### src/hdl/bpa_pkg.sv
// ----------------------------------------------------------------------------
// Bitmap page allocator package
// Shared sizes, types and operation / status codes.
// ----------------------------------------------------------------------------
package bpa_pkg;

	localparam int MAP_WORDS     = 1024;
	localparam int BITS_PER_WORD = 32;
	localparam int BIT_W         = $clog2(BITS_PER_WORD);
	localparam int WORD_W        = (MAP_WORDS > 1) ? $clog2(MAP_WORDS) : 1;
	localparam int HINT_W        = WORD_W + BIT_W;
	localparam int FULL_W        = WORD_W + 1;
	localparam int TOTAL_BLOCKS  = MAP_WORDS * BITS_PER_WORD;
	localparam int PAGE_W        = 32;
	localparam int COUNT_W       = 16;

	typedef logic [BITS_PER_WORD-1:0] word_t;
	typedef logic [WORD_W-1:0]        word_idx_t;
	typedef logic [HINT_W-1:0]        hint_t;
	typedef logic [PAGE_W-1:0]        page_t;
	typedef logic [COUNT_W-1:0]       count_t;

	localparam word_idx_t WORD_LAST = word_idx_t'(MAP_WORDS - 1);

	typedef enum logic [1:0] {
		OP_INIT    = 2'd0,
		OP_ALLOC   = 2'd1,
		OP_RESERVE = 2'd2,
		OP_FREE    = 2'd3
	} op_t;

	typedef enum logic [1:0] {
		ST_OK       = 2'd0,
		ST_NO_FREE  = 2'd1,
		ST_RESERVED = 2'd2
	} status_t;

endpackage

### src/hdl/bpa_find.sv
// ----------------------------------------------------------------------------
// Bitmap page allocator free-bit finder
// Priority encoder for the lowest clear bit of a bitmap word.
// ----------------------------------------------------------------------------
module bpa_find (
	input  bpa_pkg::word_t               word,
	output logic                         found,
	output logic [bpa_pkg::BIT_W-1:0]    index
);
	import bpa_pkg::*;

	always_comb begin
		found = |(~word);
		index = '0;
		for (int i = BITS_PER_WORD - 1; i >= 0; i--) begin
			if (!word[i]) begin
				index = BIT_W'(i);
			end
		end
	end
endmodule

### config.mk
export PLATFORM = sky130hd
export DESIGN_NAME = bpa_find
export DESIGN_NICKNAME = d
export VERILOG_FILES = /design/src/hdl/bpa_pkg.sv /design/src/hdl/bpa_find.sv
export SDC_FILE = /design/constraint.sdc
export NUM_CORES = 1
export LEC_CHECK = 0
export BUFFER_PORTS_ARGS = -buffer_cell sky130_fd_sc_hd__buf_4
export CORE_AREA = 2 2 39 41
export DETAILED_ROUTE_END_ITERATION = 16
export DIE_AREA = 0 0 41 43
export PLACE_DENSITY = 0.73
export SYNTH_ARGS = -nofsm -noshare
export SYNTH_HDL_FRONTEND = slang
export SYNTH_SLANG_ARGS = --single-unit
### constraint.sdc
create_clock -name vclk -period 3.5
set_input_delay 0.7 -clock vclk [all_inputs]
set_output_delay 0.7 -clock vclk [all_outputs]
set_load 0.005 [all_outputs]
==> metrics <==
Initial Utilization=26.1%; post-layout util=48.2%; Worst path slowest cell=a2111oi_2; TritonRoute pass-1 iters=4; fmax=403 MHz; status=completed; post-synth cell types=21; Synth Instances=65; PostCTS Resize Cnt=0; fin crit share=70.9%; vias in the first global route=589; # hold bufs at CTS=0; Lkg Pwr=0.301 nW; full die area=0.00176 sq mm; sequential cells=0; Slew HR=80.3%; Clk pwr share=0%; Net Count, Synth=97; DRC errors left=0; Pins Over Slew Limit=0; Combinational Power Share=100.0%; Die H=43 um; Setup TNS Final=0 ns; Worst Path Required=2.80 ns; FP Rows=14; Worst Path Arrival=1.78 ns; FILL cells=163; Synth top area share=15.6%; Crit Path Class=primary input to output pin; HP Class=primary input to output pin; setup violators final=0; Avg Vias per Cell=5.45; Reg area=0 sq um; Final GP Congestion=0.747; initial antenna violation count=0; overall routing resource usage=15.4%; Post-synth top cells=10 x nand2_1, 9 x nand4_1, 6 x inv_1, 6 x nand3_1; RSZ-0062 raised after global routing=no; hpwl dp=1250 um; CP max FO=4; first-pass GRT wire length=2030 um; GRT overflow=0; worst hold endpoint=index[0]; Final Hold Vio Count=0; Yosys Warn Count=0; core area=0.00138 sq mm; Antenna diodes=0; P_int=0.0000338 W; Synth area leader=nand4_1; ranking of synthesized cells by area=nand4_1 16%, nand2_1 10%, nand3_1 8.3%; Hold Crit Depth=3; wirelength, routed=1370 um; violation count after the first detailed-route iteration=7; Max VDD drop=0.0000404 V; Top Ports=38; CP top delay family=compound AO/OA/AOI/OAI gates; min-delay src=word[0]; PD cells=89.5 mW/mm^2; number of routed nets with antenna violations=0; most common cell in the netlist=nand2_1; Critical Path Start Type=primary input; Worst Setup SP=word[11]; most used cell, CP=buf_4; nets@finish=137; postcts setup bufs=0; Slowest Stage Delay on Critical Path=0.31 ns; WP buf/inv=3; clock buffer count=0; Psw=0.0000259 W; Layout area overhead=84.4%; Die Span X=41 um; post-route minimum period=2.48 ns; switching part of the total=43.3%; Post-Syn Area=362 sq um; sequential area share after synthesis=0%; Crit. End Element=output pin; sequential power share=0%; Mean Syn Cell Area=5.56 sq um; Worst-Margin Slew=0.295 ns; share of layout cells above drive strength 1=38.8%; maxcap violations=0; I/O Buffers=38; largest net degree at the start of global routing=6; worst-path cell chain=buf_4, inv_1, o21ai_1, a21o_1, a2111oi_2, o221a_2, buf_4; via count=648; WL per Instance=11.5 um
-- metal layers --
layer / share of wire (%) / vias up / track usage, %
li1: - / 334 / -
met1: 38 / 285 / 14.6
met2: 51 / 27 / 30.3
met3: 9.6 / 2 / 3.14
met4: 1.4 / 0 / 3.33
met5: 0 / - / 0
-- power groups by stage --
stage | Sequential, W | Combinational, W | Clock, W
finish | 0 | 0.0000597 | 0
global route | 0 | 0.0000658 | 0
CTS | 0 | 0.0000600 | 0
detailed placement | 0 | 0.0000598 | 0
global placement | 0 | 0.0000591 | 0
floorplan | 0 | 0.0000160 | 0
-- metrics by stage --
step	cell area [sq um]	setup slack, ns	std cells	total power [W]	hold WS (ns)
after global placement	667	1.08	119	0.0000591	1.75
final	667	1.02	119	0.0000597	1.76
after detailed placement	667	1.03	119	0.0000598	1.76
after CTS	667	1.02	119	0.0000600	1.76
after global routing	667	0.982	119	0.0000658	1.77
after floorplan	362	1.33	65	0.0000160	1.50
-- layout make-up --
type | count | area (sq um) | area share (%)
Multi-Input combinational cell | 59 | 339 | 50.8
Timing Repair Buffer | 38 | 285 | 42.8
Tap cell | 16 | 20.0 | 3.00
Inverter | 6 | 22.5 | 3.38
-- cell families after synthesis --
| family | after synthesis | share of synthesized area [%] |
|---|---|---|
| AND/OR/NAND/NOR | 38 | 54.0 |
| AO/OA/AOI/OAI | 21 | 39.8 |
| buffers and inverters | 6 | 6.23 |
-- tightest hold or removal path, stage by stage --
cell and delay (ns):
buf_4 0.09, o221a_2 0.16, buf_4 0.10
-- worst max-delay path by stage --
stage                    end  slack, ns  cells past startpoint
CTS                 index[0]       1.02                      7
floorplan           index[0]       1.33                      5
global placement    index[0]       1.08                      7
global route        index[4]       0.98                      5
finish              index[0]       1.02                      7
detailed placement  index[0]       1.03                      7
-- layout by cell type, fill, tap and decap left out --
cell	n
or3_1	1
nand3b_1	1
o21ai_1	1
buf_4	38
nand4_1	9
a211oi_1	2
nor4_1	1
a21o_1	1
a21oi_1	4
nand2_1	10
nand2b_1	2
nor3_1	3
nand3_1	6
nor2_1	4
o21ai_0	4
o221a_2	1
o21bai_1	1
and4_1	1
o2111ai_1	2
inv_1	6
a2111oi_2	1
a31oi_1	4
No activity file was read; power rests on OpenSTA's default activity.
